<file path="config.mk">
export PLATFORM = sky130hd
export DESIGN_NAME = classifier_product_fusion_binary
export DESIGN_NICKNAME = d
export VERILOG_FILES = /design/src/design/cpfb_pkg.sv /design/src/design/classifier_product_fusion_binary.sv /design/src/design/cpfb_div.sv /design/src/design/cpfb_front.sv /design/src/design/cpfb_jobq.sv /design/src/design/cpfb_back.sv
export VERILOG_INCLUDE_DIRS = /design/src /design/src/design
export SDC_FILE = /design/constraint.sdc
export NUM_CORES = 2
export LEC_CHECK = 0
export BUFFER_PORTS_ARGS = -buffer_cell sky130_fd_sc_hd__buf_4
export CAP_MARGIN = 10
export CORE_MARGIN = 3
export CORE_UTILIZATION = 35
export DETAILED_ROUTE_END_ITERATION = 8
export PLACE_DENSITY_LB_ADDON = 0.1
export SLEW_MARGIN = 15
export SYNTH_ARGS = -nofsm -noshare
export SYNTH_HDL_FRONTEND = slang
export SYNTH_HIERARCHICAL = 1
export SYNTH_SLANG_ARGS = --single-unit
</file>
<file path="constraint.sdc">
create_clock -name clk -period 7.1 [get_ports clk]
set_input_delay 0.71 -clock clk [delete_from_list [all_inputs] [get_ports clk]]
set_output_delay 0.71 -clock clk [all_outputs]
set_load 0.02 [all_outputs]
</file>
<file path="src/design/classifier_product_fusion_binary_macros.svh">
// ---------------------------------------------------------------------------
// Assertion macros for classifier_product_fusion_binary
// Implication helpers sampled on clk, disabled while rst_n is low.
// ---------------------------------------------------------------------------
`ifndef CLASSIFIER_PRODUCT_FUSION_BINARY_MACROS_SVH
`define CLASSIFIER_PRODUCT_FUSION_BINARY_MACROS_SVH

// same-cycle implication
`define CPFB_ASSERT_IMP(label, a, b, msg) \
    label: assert property (@(posedge clk) disable iff (!rst_n) (a) |-> (b)) \
        else $error(msg);

// next-cycle implication
`define CPFB_ASSERT_NEXT(label, a, b, msg) \
    label: assert property (@(posedge clk) disable iff (!rst_n) (a) |=> (b)) \
        else $error(msg);

`endif

</file>
<file path="src/design/cpfb_pkg.sv">
// ---------------------------------------------------------------------------
// cpfb_pkg
// Shared widths, constants and the job record passed from front to back.
// ---------------------------------------------------------------------------
package cpfb_pkg;

    localparam int SCORE_W = 16;
    localparam int SUM_W   = 22;
    localparam int CNT_W   = 7;
    localparam int Q_W     = 10;
    localparam int PROD_W  = 20;
    localparam int ACC_W   = 27;
    localparam int TOT_W   = 28;
    localparam int NUM_W   = 39;
    localparam int MASK_W  = 32;

    localparam int SCALE      = 1000;
    localparam int SCALE_TWO  = 2000;

    typedef enum logic [0:0] {
        REG_CROP_MASK   = 1'b0,
        REG_NOCROP_MASK = 1'b1
    } reg_index_t;

    typedef struct packed {
        logic [CNT_W-1:0] count;
        logic [SUM_W-1:0] sum_first;
        logic [SUM_W-1:0] sum_second;
        logic             overflow;
    } job_t;

endpackage

</file>
<file path="src/design/classifier_product_fusion_binary.sv">
// ---------------------------------------------------------------------------
// classifier_product_fusion_binary
// Product-rule fusion of two classifiers into a crop / no-crop decision.
//
//   channel  | handshake           | payload
//   ---------+---------------------+-----------------------------------------
//   input    | start, busy         | score_first, score_second, last_class
//   result   | done (strobe)       | is_crop, confidence, error_flag
//   config   | wr_en               | wr_index, wr_data
//
// Beats are taken only while busy is low. After the final beat busy stays
// high through the pop, then while each class goes through the two 10-step
// serial dividers running side by side, then for the totals and the
// confidence divide. An error seen at the pop goes straight to the result.
// done strobes for one cycle, the first with busy low; it cannot be held off.
// Reset clears control state and masks; score stores are not cleared.
// ---------------------------------------------------------------------------
`include "classifier_product_fusion_binary_macros.svh"

module classifier_product_fusion_binary #(
    parameter int MAX_CLASSES = 32,
    parameter int SCORE_BITS  = 16
) (
    input  logic        clk,
    input  logic        rst_n,
    input  logic        start,
    output logic        busy,
    input  logic [15:0] score_first,
    input  logic [15:0] score_second,
    input  logic        last_class,
    output logic        done,
    output logic        is_crop,
    output logic [9:0]  confidence,
    output logic        error_flag,
    input  logic        wr_en,
    input  logic [0:0]  wr_index,
    input  logic [31:0] wr_data
);

    logic [cpfb_pkg::MASK_W-1:0] crop_mask_reg;
    logic [cpfb_pkg::MASK_W-1:0] nocrop_mask_reg;
    logic                        accept;
    logic                        push, pop, q_valid, back_active;
    cpfb_pkg::job_t              job_in, job_out;
    logic [$clog2(MAX_CLASSES)-1:0] rd_addr;
    logic [cpfb_pkg::SCORE_W-1:0]   rd_first, rd_second;

    always_ff @(posedge clk or negedge rst_n)
    begin
        if (!rst_n)
        begin
            crop_mask_reg   <= '0;
            nocrop_mask_reg <= '0;
        end
        else if (wr_en)
        begin
            case (cpfb_pkg::reg_index_t'(wr_index))
                cpfb_pkg::REG_CROP_MASK:   crop_mask_reg   <= wr_data;
                cpfb_pkg::REG_NOCROP_MASK: nocrop_mask_reg <= wr_data;
                default:                   crop_mask_reg   <= crop_mask_reg;
            endcase
        end
    end

    assign busy   = q_valid || back_active;
    assign accept = start && !busy;

    cpfb_front #(
        .MAX_CLASSES (MAX_CLASSES),
        .SCORE_BITS  (SCORE_BITS)
    ) u_front (
        .clk          (clk),
        .rst_n        (rst_n),
        .accept       (accept),
        .score_first  (score_first),
        .score_second (score_second),
        .last_class   (last_class),
        .push         (push),
        .job          (job_in),
        .rd_addr      (rd_addr),
        .rd_first     (rd_first),
        .rd_second    (rd_second)
    );

    cpfb_jobq u_jobq (
        .clk     (clk),
        .rst_n   (rst_n),
        .push    (push),
        .job_in  (job_in),
        .pop     (pop),
        .valid   (q_valid),
        .job_out (job_out)
    );

    cpfb_back #(
        .MAX_CLASSES (MAX_CLASSES)
    ) u_back (
        .clk         (clk),
        .rst_n       (rst_n),
        .job_valid   (q_valid),
        .job         (job_out),
        .pop         (pop),
        .active      (back_active),
        .crop_mask   (crop_mask_reg),
        .nocrop_mask (nocrop_mask_reg),
        .rd_addr     (rd_addr),
        .rd_first    (rd_first),
        .rd_second   (rd_second),
        .done        (done),
        .is_crop     (is_crop),
        .confidence  (confidence),
        .error_flag  (error_flag)
    );

    `CPFB_ASSERT_NEXT(a_done_single, done, !done, "result strobe longer than one cycle")
    `CPFB_ASSERT_IMP(a_err_zero, done && error_flag, !is_crop && (confidence == 10'd0), "error result not zero")
    `CPFB_ASSERT_IMP(a_conf_range, done && !error_flag, (confidence >= 10'd500) && (confidence <= 10'd1000), "confidence out of range")
    `CPFB_ASSERT_NEXT(a_last_busy, accept && last_class, busy, "final beat did not raise busy")

endmodule

</file>
<file path="src/design/cpfb_div.sv">
// ---------------------------------------------------------------------------
// cpfb_div
// Restoring divider, one quotient bit per cycle; quotient known below 2^Q_W.
// ---------------------------------------------------------------------------
module cpfb_div (
    input  logic                       clk,
    input  logic                       rst_n,
    input  logic                       start,
    input  logic [cpfb_pkg::NUM_W-1:0] num,
    input  logic [cpfb_pkg::TOT_W-1:0] den,
    output logic                       done,
    output logic [cpfb_pkg::Q_W-1:0]   quo
);

    localparam int KW = $clog2(cpfb_pkg::Q_W);

    logic                       busy_reg;
    logic                       done_reg;
    logic [KW-1:0]              k_reg;
    logic [cpfb_pkg::NUM_W-1:0] rem_reg;
    logic [cpfb_pkg::TOT_W-1:0] den_reg;
    logic [cpfb_pkg::Q_W-1:0]   quo_reg;
    logic [cpfb_pkg::NUM_W-1:0] trial;

    assign trial = cpfb_pkg::NUM_W'(den_reg) << k_reg;

    always_ff @(posedge clk or negedge rst_n)
    begin
        if (!rst_n)
        begin
            busy_reg <= 1'b0;
            done_reg <= 1'b0;
            k_reg    <= '0;
        end
        else
        begin
            done_reg <= 1'b0;
            if (start)
            begin
                busy_reg <= 1'b1;
                k_reg    <= KW'(cpfb_pkg::Q_W - 1);
            end
            else if (busy_reg)
            begin
                if (k_reg == '0)
                begin
                    busy_reg <= 1'b0;
                    done_reg <= 1'b1;
                end
                else
                begin
                    k_reg <= k_reg - 1'b1;
                end
            end
        end
    end

    always_ff @(posedge clk)
    begin
        if (start)
        begin
            rem_reg <= num;
            den_reg <= den;
            quo_reg <= '0;
        end
        else if (busy_reg && (rem_reg >= trial))
        begin
            rem_reg        <= rem_reg - trial;
            quo_reg[k_reg] <= 1'b1;
        end
    end

    assign done = done_reg;
    assign quo  = quo_reg;

endmodule

</file>
<file path="src/design/cpfb_front.sv">
// ---------------------------------------------------------------------------
// cpfb_front
// Takes score beats, stores them per class, keeps running sums and count.
// ---------------------------------------------------------------------------
module cpfb_front #(
    parameter int MAX_CLASSES = 32,
    parameter int SCORE_BITS  = 16
) (
    input  logic                         clk,
    input  logic                         rst_n,
    input  logic                         accept,
    input  logic [cpfb_pkg::SCORE_W-1:0] score_first,
    input  logic [cpfb_pkg::SCORE_W-1:0] score_second,
    input  logic                         last_class,
    output logic                         push,
    output cpfb_pkg::job_t               job,
    input  logic [$clog2(MAX_CLASSES)-1:0] rd_addr,
    output logic [cpfb_pkg::SCORE_W-1:0] rd_first,
    output logic [cpfb_pkg::SCORE_W-1:0] rd_second
);

    localparam int IW = $clog2(MAX_CLASSES);
    localparam logic [cpfb_pkg::SCORE_W-1:0] SMASK = (SCORE_BITS >= cpfb_pkg::SCORE_W) ?
        {cpfb_pkg::SCORE_W{1'b1}} : cpfb_pkg::SCORE_W'((64'd1 << SCORE_BITS) - 64'd1);

    logic [cpfb_pkg::SCORE_W-1:0] first_mem  [MAX_CLASSES];
    logic [cpfb_pkg::SCORE_W-1:0] second_mem [MAX_CLASSES];
    logic [cpfb_pkg::SCORE_W-1:0] rd_first_reg;
    logic [cpfb_pkg::SCORE_W-1:0] rd_second_reg;

    logic [cpfb_pkg::SUM_W-1:0] sum_first_reg,  sum_first_next;
    logic [cpfb_pkg::SUM_W-1:0] sum_second_reg, sum_second_next;
    logic [cpfb_pkg::CNT_W-1:0] count_reg,      count_next;
    logic                       ovf_reg,        ovf_next;
    logic [cpfb_pkg::SCORE_W-1:0] s1, s2;
    logic                       room;

    assign s1   = score_first & SMASK;
    assign s2   = score_second & SMASK;
    assign room = count_reg < cpfb_pkg::CNT_W'(MAX_CLASSES);

    always_comb
    begin
        sum_first_next  = sum_first_reg;
        sum_second_next = sum_second_reg;
        count_next      = count_reg;
        ovf_next        = ovf_reg;
        if (room)
        begin
            sum_first_next  = sum_first_reg + cpfb_pkg::SUM_W'(s1);
            sum_second_next = sum_second_reg + cpfb_pkg::SUM_W'(s2);
            count_next      = count_reg + 1'b1;
        end
        else
        begin
            ovf_next = 1'b1;
        end
    end

    assign push            = accept && last_class;
    assign job.count       = count_next;
    assign job.sum_first   = sum_first_next;
    assign job.sum_second  = sum_second_next;
    assign job.overflow    = ovf_next;

    always_ff @(posedge clk or negedge rst_n)
    begin
        if (!rst_n)
        begin
            sum_first_reg  <= '0;
            sum_second_reg <= '0;
            count_reg      <= '0;
            ovf_reg        <= 1'b0;
        end
        else if (accept)
        begin
            if (last_class)
            begin
                sum_first_reg  <= '0;
                sum_second_reg <= '0;
                count_reg      <= '0;
                ovf_reg        <= 1'b0;
            end
            else
            begin
                sum_first_reg  <= sum_first_next;
                sum_second_reg <= sum_second_next;
                count_reg      <= count_next;
                ovf_reg        <= ovf_next;
            end
        end
    end

    always_ff @(posedge clk)
    begin
        if (accept && room)
        begin
            first_mem[count_reg[IW-1:0]]  <= s1;
            second_mem[count_reg[IW-1:0]] <= s2;
        end
        rd_first_reg  <= first_mem[rd_addr];
        rd_second_reg <= second_mem[rd_addr];
    end

    assign rd_first  = rd_first_reg;
    assign rd_second = rd_second_reg;

endmodule

</file>
<file path="src/design/cpfb_jobq.sv">
// ---------------------------------------------------------------------------
// cpfb_jobq
// Single-entry job queue between front and back.
// ---------------------------------------------------------------------------
module cpfb_jobq (
    input  logic           clk,
    input  logic           rst_n,
    input  logic           push,
    input  cpfb_pkg::job_t job_in,
    input  logic           pop,
    output logic           valid,
    output cpfb_pkg::job_t job_out
);

    logic           valid_reg;
    cpfb_pkg::job_t job_reg;

    always_ff @(posedge clk or negedge rst_n)
    begin
        if (!rst_n)
        begin
            valid_reg <= 1'b0;
        end
        else if (push)
        begin
            valid_reg <= 1'b1;
        end
        else if (pop)
        begin
            valid_reg <= 1'b0;
        end
    end

    always_ff @(posedge clk)
    begin
        if (push)
        begin
            job_reg <= job_in;
        end
    end

    assign valid   = valid_reg;
    assign job_out = job_reg;

endmodule

</file>
<file path="src/design/cpfb_back.sv">
// ---------------------------------------------------------------------------
// cpfb_back
// Walks the stored classes: scales, fuses, masks, then works out confidence.
// ---------------------------------------------------------------------------
module cpfb_back #(
    parameter int MAX_CLASSES = 32
) (
    input  logic                           clk,
    input  logic                           rst_n,
    input  logic                           job_valid,
    input  cpfb_pkg::job_t                 job,
    output logic                           pop,
    output logic                           active,
    input  logic [cpfb_pkg::MASK_W-1:0]    crop_mask,
    input  logic [cpfb_pkg::MASK_W-1:0]    nocrop_mask,
    output logic [$clog2(MAX_CLASSES)-1:0] rd_addr,
    input  logic [cpfb_pkg::SCORE_W-1:0]   rd_first,
    input  logic [cpfb_pkg::SCORE_W-1:0]   rd_second,
    output logic                           done,
    output logic                           is_crop,
    output logic [cpfb_pkg::Q_W-1:0]       confidence,
    output logic                           error_flag
);

    localparam int IW = $clog2(MAX_CLASSES);

    typedef enum logic [3:0] {
        S_IDLE, S_READ, S_LOAD, S_DIV, S_MUL, S_ACC,
        S_FIN, S_NUM, S_CDIV, S_CWAIT, S_OUT
    } state_t;

    state_t                      state_reg;
    cpfb_pkg::job_t              job_reg;
    logic [IW-1:0]               idx_reg;
    logic [cpfb_pkg::Q_W-1:0]    a_reg, b_reg;
    logic [cpfb_pkg::PROD_W-1:0] prod_reg;
    logic [cpfb_pkg::Q_W:0]      sab_reg;
    logic [cpfb_pkg::ACC_W-1:0]  tp_reg, p0p_reg, p1p_reg, p0s_reg, p1s_reg;
    logic [cpfb_pkg::TOT_W-1:0]  tot_reg, win_reg;
    logic [cpfb_pkg::NUM_W-1:0]  num_reg;
    logic                        crop_reg, err_reg;
    logic [cpfb_pkg::Q_W-1:0]    conf_reg;
    logic                        done_reg, is_crop_reg, error_flag_reg;
    logic [cpfb_pkg::Q_W-1:0]    confidence_reg;

    logic                        div_start;
    logic [cpfb_pkg::NUM_W-1:0]  num_a, num_b;
    logic [cpfb_pkg::TOT_W-1:0]  den_a, den_b;
    logic                        done_a, done_b;
    logic [cpfb_pkg::Q_W-1:0]    quo_a, quo_b;
    logic                        in_crop, in_nocrop;
    logic [cpfb_pkg::ACC_W-1:0]  p0, p1;
    logic [cpfb_pkg::TOT_W-1:0]  tot;

    assign pop     = (state_reg == S_IDLE) && job_valid;
    assign active  = (state_reg != S_IDLE);
    assign rd_addr = idx_reg;

    assign div_start = (state_reg == S_LOAD) || (state_reg == S_CDIV);
    assign num_a = (state_reg == S_CDIV) ? num_reg :
                   cpfb_pkg::NUM_W'(rd_first) * cpfb_pkg::NUM_W'(cpfb_pkg::SCALE);
    assign den_a = (state_reg == S_CDIV) ? {tot_reg[cpfb_pkg::TOT_W-2:0], 1'b0} :
                   cpfb_pkg::TOT_W'(job_reg.sum_first);
    assign num_b = cpfb_pkg::NUM_W'(rd_second) * cpfb_pkg::NUM_W'(cpfb_pkg::SCALE);
    assign den_b = cpfb_pkg::TOT_W'(job_reg.sum_second);

    cpfb_div u_div_a (
        .clk   (clk),
        .rst_n (rst_n),
        .start (div_start),
        .num   (num_a),
        .den   (den_a),
        .done  (done_a),
        .quo   (quo_a)
    );

    cpfb_div u_div_b (
        .clk   (clk),
        .rst_n (rst_n),
        .start (div_start),
        .num   (num_b),
        .den   (den_b),
        .done  (done_b),
        .quo   (quo_b)
    );

    assign in_crop   = (32'(idx_reg) < cpfb_pkg::MASK_W) && crop_mask[5'(idx_reg)];
    assign in_nocrop = (32'(idx_reg) < cpfb_pkg::MASK_W) && nocrop_mask[5'(idx_reg)];

    assign p0  = (tp_reg == '0) ? p0s_reg : p0p_reg;
    assign p1  = (tp_reg == '0) ? p1s_reg : p1p_reg;
    assign tot = cpfb_pkg::TOT_W'(p0) + cpfb_pkg::TOT_W'(p1);

    always_ff @(posedge clk or negedge rst_n)
    begin
        if (!rst_n)
        begin
            state_reg      <= S_IDLE;
            done_reg       <= 1'b0;
            is_crop_reg    <= 1'b0;
            confidence_reg <= '0;
            error_flag_reg <= 1'b0;
        end
        else
        begin
            done_reg <= 1'b0;
            case (state_reg)
                S_IDLE:
                begin
                    if (job_valid)
                    begin
                        job_reg <= job;
                        idx_reg <= '0;
                        tp_reg  <= '0;
                        p0p_reg <= '0;
                        p1p_reg <= '0;
                        p0s_reg <= '0;
                        p1s_reg <= '0;
                        if (job.overflow || (job.sum_first == '0) || (job.sum_second == '0))
                        begin
                            err_reg   <= 1'b1;
                            state_reg <= S_OUT;
                        end
                        else
                        begin
                            err_reg   <= 1'b0;
                            state_reg <= S_READ;
                        end
                    end
                end
                S_READ:
                begin
                    state_reg <= S_LOAD;
                end
                S_LOAD:
                begin
                    state_reg <= S_DIV;
                end
                S_DIV:
                begin
                    if (done_a && done_b)
                    begin
                        a_reg     <= quo_a;
                        b_reg     <= quo_b;
                        state_reg <= S_MUL;
                    end
                end
                S_MUL:
                begin
                    prod_reg  <= cpfb_pkg::PROD_W'(a_reg) * cpfb_pkg::PROD_W'(b_reg);
                    sab_reg   <= {1'b0, a_reg} + {1'b0, b_reg};
                    state_reg <= S_ACC;
                end
                S_ACC:
                begin
                    tp_reg <= tp_reg + cpfb_pkg::ACC_W'(prod_reg);
                    if (in_nocrop)
                    begin
                        p0p_reg <= p0p_reg + cpfb_pkg::ACC_W'(prod_reg);
                        p0s_reg <= p0s_reg + cpfb_pkg::ACC_W'(sab_reg);
                    end
                    if (in_crop)
                    begin
                        p1p_reg <= p1p_reg + cpfb_pkg::ACC_W'(prod_reg);
                        p1s_reg <= p1s_reg + cpfb_pkg::ACC_W'(sab_reg);
                    end
                    if ((cpfb_pkg::CNT_W'(idx_reg) + 1'b1) == job_reg.count)
                    begin
                        state_reg <= S_FIN;
                    end
                    else
                    begin
                        idx_reg   <= idx_reg + 1'b1;
                        state_reg <= S_READ;
                    end
                end
                S_FIN:
                begin
                    crop_reg <= (p0 < p1);
                    win_reg  <= (p0 < p1) ? cpfb_pkg::TOT_W'(p1) : cpfb_pkg::TOT_W'(p0);
                    tot_reg  <= tot;
                    if (tot == '0)
                    begin
                        err_reg   <= 1'b1;
                        state_reg <= S_OUT;
                    end
                    else
                    begin
                        state_reg <= S_NUM;
                    end
                end
                S_NUM:
                begin
                    num_reg <= cpfb_pkg::NUM_W'(win_reg) * cpfb_pkg::NUM_W'(cpfb_pkg::SCALE_TWO)
                             + cpfb_pkg::NUM_W'(tot_reg);
                    state_reg <= S_CDIV;
                end
                S_CDIV:
                begin
                    state_reg <= S_CWAIT;
                end
                S_CWAIT:
                begin
                    if (done_a)
                    begin
                        conf_reg  <= quo_a;
                        state_reg <= S_OUT;
                    end
                end
                S_OUT:
                begin
                    done_reg       <= 1'b1;
                    is_crop_reg    <= err_reg ? 1'b0 : crop_reg;
                    confidence_reg <= err_reg ? '0 : conf_reg;
                    error_flag_reg <= err_reg;
                    state_reg      <= S_IDLE;
                end
                default:
                begin
                    state_reg <= S_IDLE;
                end
            endcase
        end
    end

    assign done       = done_reg;
    assign is_crop    = is_crop_reg;
    assign confidence = confidence_reg;
    assign error_flag = error_flag_reg;

endmodule

</file>
-- Word level (Yosys, flattened, before mapping)
Memories as Yosys holds them, arrays and structs flattened. A register that Yosys moved wholly into a read port is not among the register bits.
Cells that the tools add are included.
Widths: inputs -> output; s select.
- add/sub/neg operators: 17
- multiply operators: 4
- div/mod/pow operators: 0
- order comparisons: 9
- equal/unequal tests: 20
- shift-type cells: 2
- multiplexer cells: 74
- bitwise gates (word level): 3
- reductions and logical operators: 45
- operators with widths (kind ; count):
    $pmux 27 s2 ; 5
    $mux 27 ; 8
    $mux 39 ; 3
    $mux 22 ; 5
    $add 27x20->27 ; 3
    $ge 39x39->1 ; 2
    $sub 39x39->39 ; 2
    $add 27x11->27 ; 2
    $mux 26 ; 2
    $mul 16x7->23 const B ; 2
    $add 22x16->22 ; 2
    $logic_not 22->1 ; 2
    $mux 4 ; 11
    $pmux 4 s10 ; 1
    $add 39x28->39 ; 1
    $shl 22x4->39 ; 1
    $shl 28x4->39 ; 1
    $mul 28x7->35 const B ; 1
    $add 27x27->28 ; 1
    $logic_not 28->1 ; 1
    $logic_not 27->1 ; 1
    $lt 27x27->1 ; 1
    $mux 1 ; 27
    $mul 10x10->20 ; 1
    35 further kinds ; 88
- register bits: 695
- bits in latches: 0
- memory bits (writable): 1024
- bits in read-only memories: 0
- output and inout port bits: 14
- word-level logic and storage cells: 226
- memories: 2
- memories (memory ; depth ; width ; read ports ; clocked after memory_dff ; wr ports ; RTL line ; source):
    u_front.first_mem ; 32 ; 16 ; 1 ; 1 ; 1 ; cpfb_front.sv:26 ; logic [cpfb_pkg::SCORE_W-1:0] first_mem [MAX_CLASSES];
    u_front.second_mem ; 32 ; 16 ; 1 ; 1 ; 1 ; cpfb_front.sv:27 ; logic [cpfb_pkg::SCORE_W-1:0] second_mem [MAX_CLASSES];

-- Depth between registers and ports, before layout
- depth after elaboration: 7
- depth in mapped cells: 27
- gate-level depth less buffers: 27

-- Hierarchy
Netlist, hierarchy kept.
- modules (own cells, without submodules) (module ; instances ; cells each ; area each (sq um) ; seq. area each (sq um)):
    cpfb_front ; 1 ; 2106 ; 44189.9 ; 32691.4
    cpfb_back ; 1 ; 3310 ; 35019.8 ; 10875.4
    cpfb_div (u_back.u_div_b) ; 1 ; 742 ; 6725.2 ; 2362.3
    cpfb_div (u_back.u_div_a) ; 1 ; 738 ; 6650.1 ; 2362.3
    classifier_product_fusion_binary ; 1 ; 140 ; 2439.8 ; 1601.5
    cpfb_jobq ; 1 ; 55 ; 1597.8 ; 1586.5

-- Least setup slack after synthesis
Ideal clock, no wire load.
- path kind: flip-flop to flip-flop
- start point: reg u_back.state_reg[1]
- end point: reg u_back/u_div_b/rem_reg[0] (netlist bit) (enable)
- library setup time: 0.440 ns
- arrival time: 6.902 ns
- required time: 6.660 ns
- slack: -0.242 ns
- stages on the path, launching flop included: 8
- buffers on the path: 3
- period minus slack after synthesis: 7.342 ns
- path through: dfrtp_1 -> clkbuf_1 -> xnor2_1 -> nor3_1 -> clkbuf_1 -> clkinv_1 -> clkbuf_1 -> o21ai_1
- longest elaborated chain between the ends: 2
- ends and longest elaborated chain (element ; RTL line ; source):
    from (decl) ; cpfb_back.sv:32 ; state_t state_reg;
    from (signal assigned) ; cpfb_back.sv:98 ; state_reg <= S_IDLE;
    from (signal assigned) ; cpfb_back.sv:122 ; state_reg <= S_OUT;
    from (signal assigned) ; cpfb_back.sv:127 ; state_reg <= S_READ;
    $eq 4x2->1 / $eq 4x4->1 (equally long branches) ; cpfb_back.sv:59 ; assign div_start = (state_reg == S_LOAD) || (state_reg == S_CDIV);
    $logic_or 1x1->1 (*) ; cpfb_back.sv:59 ;
    via u_back.div_start ; cpfb_back.sv:46 ; logic div_start;
    to (signal assigned) ; cpfb_div.sv:62 ; rem_reg <= num;
    to (signal assigned) ; cpfb_div.sv:68 ; rem_reg <= rem_reg - trial;
    to (decl) ; cpfb_div.sv:20 ; logic [cpfb_pkg::NUM_W-1:0] rem_reg;
Mark *: on every way through the listed nets, which the timed path passes. The rest lies on a longest branch.
A chain may end at the register's enable or synchronous reset.

-- Worst setup path after layout
- start point: reg u_back/win_reg[9] (netlist bit)
- end point: reg u_back/num_reg[38] (netlist bit), data pin
- longest elaborated chain between the ends: 2
- ends and longest elaborated chain (element ; RTL line ; source):
    from (decl) ; cpfb_back.sv:39 ; logic [cpfb_pkg::TOT_W-1:0] tot_reg, win_reg;
    from (signal assigned) ; cpfb_back.sv:180 ; win_reg <= (p0 < p1) ? cpfb_pkg::TOT_W'(p1) : cpfb_pkg::TOT_W'(p0);
    $mul 28x7->35 ; cpfb_back.sv:194 ; num_reg <= cpfb_pkg::NUM_W'(win_reg) * cpfb_pkg::NUM_W'(cpfb_pkg::SCALE_TWO)
    $add 39x28->39 ; cpfb_back.sv:195 ; + cpfb_pkg::NUM_W'(tot_reg);
    to (signal assigned) ; cpfb_back.sv:194 ;
    to (decl) ; cpfb_back.sv:40 ; logic [cpfb_pkg::NUM_W-1:0] num_reg;
No other way between the ends.

==> metrics.txt <==
outcome=finished clean; initial antenna violation count=21; Top-Level Pins=between 80 and 90; area added between synthesis and finish=12.6%; Synth top area share=0.484; Post-synth EDFFs=~1600; Max Slew Vio Count=0; Initial Util=0.353; GRT Residual Overflow=0; DR pass1 iterations=5; sequential fraction of the synthesis area=0.533; Finished Layout Cells=roughly 11000; WP data arrival=between 7 and 8 ns; critical path type=reg -> reg; routed vias/inst=5.26; top cell type by total area after synthesis=edfxtp_1; CTS tree=yes; Final Wtd Congestion=around 0.85; VDD IR max=just over 0.8 mV; cells after synthesis=around 7100; ys flop type=edfxtp_1; CP Capture Type=register; HP Class=in -> reg; Tightest Pin Transition=1.24 ns; Avg Inst Size Synth=about 14 um^2; setup_tns=0 ns; routed length per instance=about 24 um; Req. time, crit path=about 7.7 ns; top cells by area, synth=edfxtp_1 48%, mux4_2 8.5%, ha_1 6.9%; cts bufs inserted=205; first-pass GRT wire length=approximately 400000 um; Worst Path Max Fanout=5; Core Area=around 270000 um^2; Yosys warnings=6; layout cells sized above 1=0.162; area of the multi-input gates=~43000 um^2; Global Route Usage Sum=0.187; post-synth cell types=~120; Tcrit/Tclk final=0.943; RSZ-0062 raised after global routing=false; PwrDens=between 500 and 600 nW/um^2; clock root buffer=clkbuf_16; final net count=between 8000 and 9000; Worst-path clk slew=roughly 0.06 ns; FMAX=approximately 150 MHz; relative slew slack=0.161; Post-synth top cells=1558 x edfxtp_1, 534 x ha_1, 502 x nand2_1; worst skew pair latency=approximately 0.9 ns; die height=531 um; Setup Viol. Count Final=0; die area=282000 um^2; Worst path slowest cell=or4_4; final clock skew=between 0.08 and 0.09 ns; Crit path top cell by count=fa_1; DR iter-0 viols=between 4000 and 5000; DR DRC count=0; Reg area=around 51000 um^2; Die W=roughly 530 um; critical path cell sequence=inv_1 > fa_1 > fa_1 > fa_1 > fa_1 > inv_1 > ha_1 > nand3_1 > nor2_1 > a211oi_1 > a21oi_4 > o21a_1 > nor2_1 > xnor2_1 > ha_1 > a21o_1 > a21o_1 > a21oi_1 > o21ai_0 > a31o_2 > nand2_2 > or4_4 > nor4b_4 > xnor2_1; number of buffers added on ports=83; Fillers=roughly 26000; Routed Antenna Nets=0; most frequent cell after synthesis=edfxtp_1; DRT Wirelength=approximately 270000 um; Sink Count=approximately 1800; final hold viol count=0; Worst path max stage delay=0.56 ns; HPWL Detailed=around 180000 um; flops & latches, synth=roughly 1800; Crit path max-delay family=adder cells; final core utilization=0.397; maxcap violations=0; Longest Clk Path Bufs=4; Pleak=just under 40 nW; Async SR Flop Fraction=0.0831; minimum clock period=6.70 ns; H-tree levels=4; Placed Cells incl. Taps=around 11000; pin count of the biggest net entering global routing=around 140; Vias=just under 60000; vias in the first global route=around 59000; WHS=0.0901 ns; Std-Cell Rows=192; mapped cell area=96600 um^2; worst path bufs/invs=2; Worst Setup Start Kind=register
==> layout by cell type (no fill, tap or decap), types with 36 or more instances in the layout <==
| cell type | n |
|---|---|
| o21ai_1 | 36 |
| ha_1 | 533 |
| dfrtp_1 | 146 |
| clkbuf_1 | 46 |
| clkbuf_16 | 209 |
| a21o_1 | 114 |
| and2_1 | 82 |
| o21a_1 | 44 |
| edfxtp_1 | 1558 |
| o21ai_0 | 298 |
| nor2_4 | 37 |
| inv_1 | 447 |
| dfxtp_1 | 52 |
| nand4_1 | 54 |
| nand3_1 | 98 |
| a21oi_1 | 333 |
| mux4_2 | 364 |
| nor3_1 | 95 |
| xnor2_1 | 212 |
| nand2_1 | 500 |
| nand2b_1 | 65 |
| o21bai_1 | 43 |
| xor2_1 | 117 |
| mux2_2 | 193 |
| clkinv_1 | 40 |
| mux2i_1 | 97 |
| buf_4 | 177 |
| nor2_1 | 314 |
| nor2b_1 | 52 |
| and3_1 | 69 |
| fa_1 | 280 |
==> report_power, final <==
group          internal (mW)  leakage [nW]  switching (mW)  total [mW]
Sequential              13.3          16.4           0.921        14.2
Combinational           12.5          20.1            18.5        31.0
Clock                   6.28          3.27            4.37        10.6
==> stage by stage <==
| stage | power, mW | setup slack (ns) | cell area (um^2) |
|---|---|---|---|
| 6_report | 55.9 | 0.405 | 109000 |
| 5_1_grt | 60.7 | 0.0210 | 109000 |
| 2_1_floorplan | 36.8 | 0.672 | 96700 |
| 3_3_place_gp | 45.3 | 0.177 | 102000 |
| 3_5_place_dp | 45.3 | 0.0506 | 102000 |
| 4_1_cts | 56.4 | 0.0358 | 109000 |
==> timing repair <==
action	in CTS	in global routing
gates resized for setup	0	10
endpoints found under the hold margin	65	0
hold buffers	2	0
setup buffers	0	2
setup endpoints to repair	0	10
==> final cells by class <==
class                   instances  share of cell area
diodes                          6            0.000138
clock buffers                 266              0.0510
clock inverters               112              0.0107
inverters                     456              0.0157
multi-input cells            4609               0.392
flip-flops and latches       1756               0.473
well taps                    3686              0.0424
repair buffers                194              0.0151
==> cells by family after synthesis <==
family | Yosys count | share of synthesized area
AOI/OAI and AO/OA | 1235 | 0.0834
xor gates and xnor gates | 331 | 0.0303
adders and majority gates | 814 | 0.127
buffers and inverters | 747 | 0.0306
DFF | 1756 | 0.533
muxes | 662 | 0.119
other | 1 | 0.0000388
and+or+nand+nor | 1545 | 0.0770
==> worst register-to-register path, stage by stage (launching register included) <==
cell and delay, ns:
edfxtp_1 0.43, inv_1 0.24, fa_1 0.49, fa_1 0.54
fa_1 0.44, fa_1 0.52, inv_1 0.05, ha_1 0.36
nand3_1 0.23, nor2_1 0.09, a211oi_1 0.45, a21oi_4 0.15
o21a_1 0.20, nor2_1 0.10, xnor2_1 0.13, ha_1 0.21
a21o_1 0.15, a21o_1 0.13, a21oi_1 0.08, o21ai_0 0.27
a31o_2 0.19, nand2_2 0.07, or4_4 0.56, nor4b_4 0.27
xnor2_1 0.09
==> final timing paths <==
check                                    from                         to  slack, ns  depth (start not counted)
min                                wr_data[0]           crop_mask_reg[0]       0.09                          2
max reg2reg                 u_back/win_reg[9]         u_back/num_reg[38]       0.40                         24
max                         u_back/win_reg[9]         u_back/num_reg[38]       0.40                         24
min in group asynchronous               rst_n          crop_mask_reg[16]       0.51                          2
min reg2reg                u_jobq/job_out[46]         u_back/job_reg[46]       0.42                          0
max in group asynchronous               rst_n  u_front/sum_second_reg[3]       5.22                          3
==> routing by layer <==
layer  wire length [um]  vias up  global-route usage
met4               7260        8              0.0488
met5                 57        -                   0
met3              12700      353              0.0303
li1                   -    26900                   -
met1             125000    29800               0.267
met2             123000     1228               0.297
No activity file was read; power rests on OpenSTA's default activity.
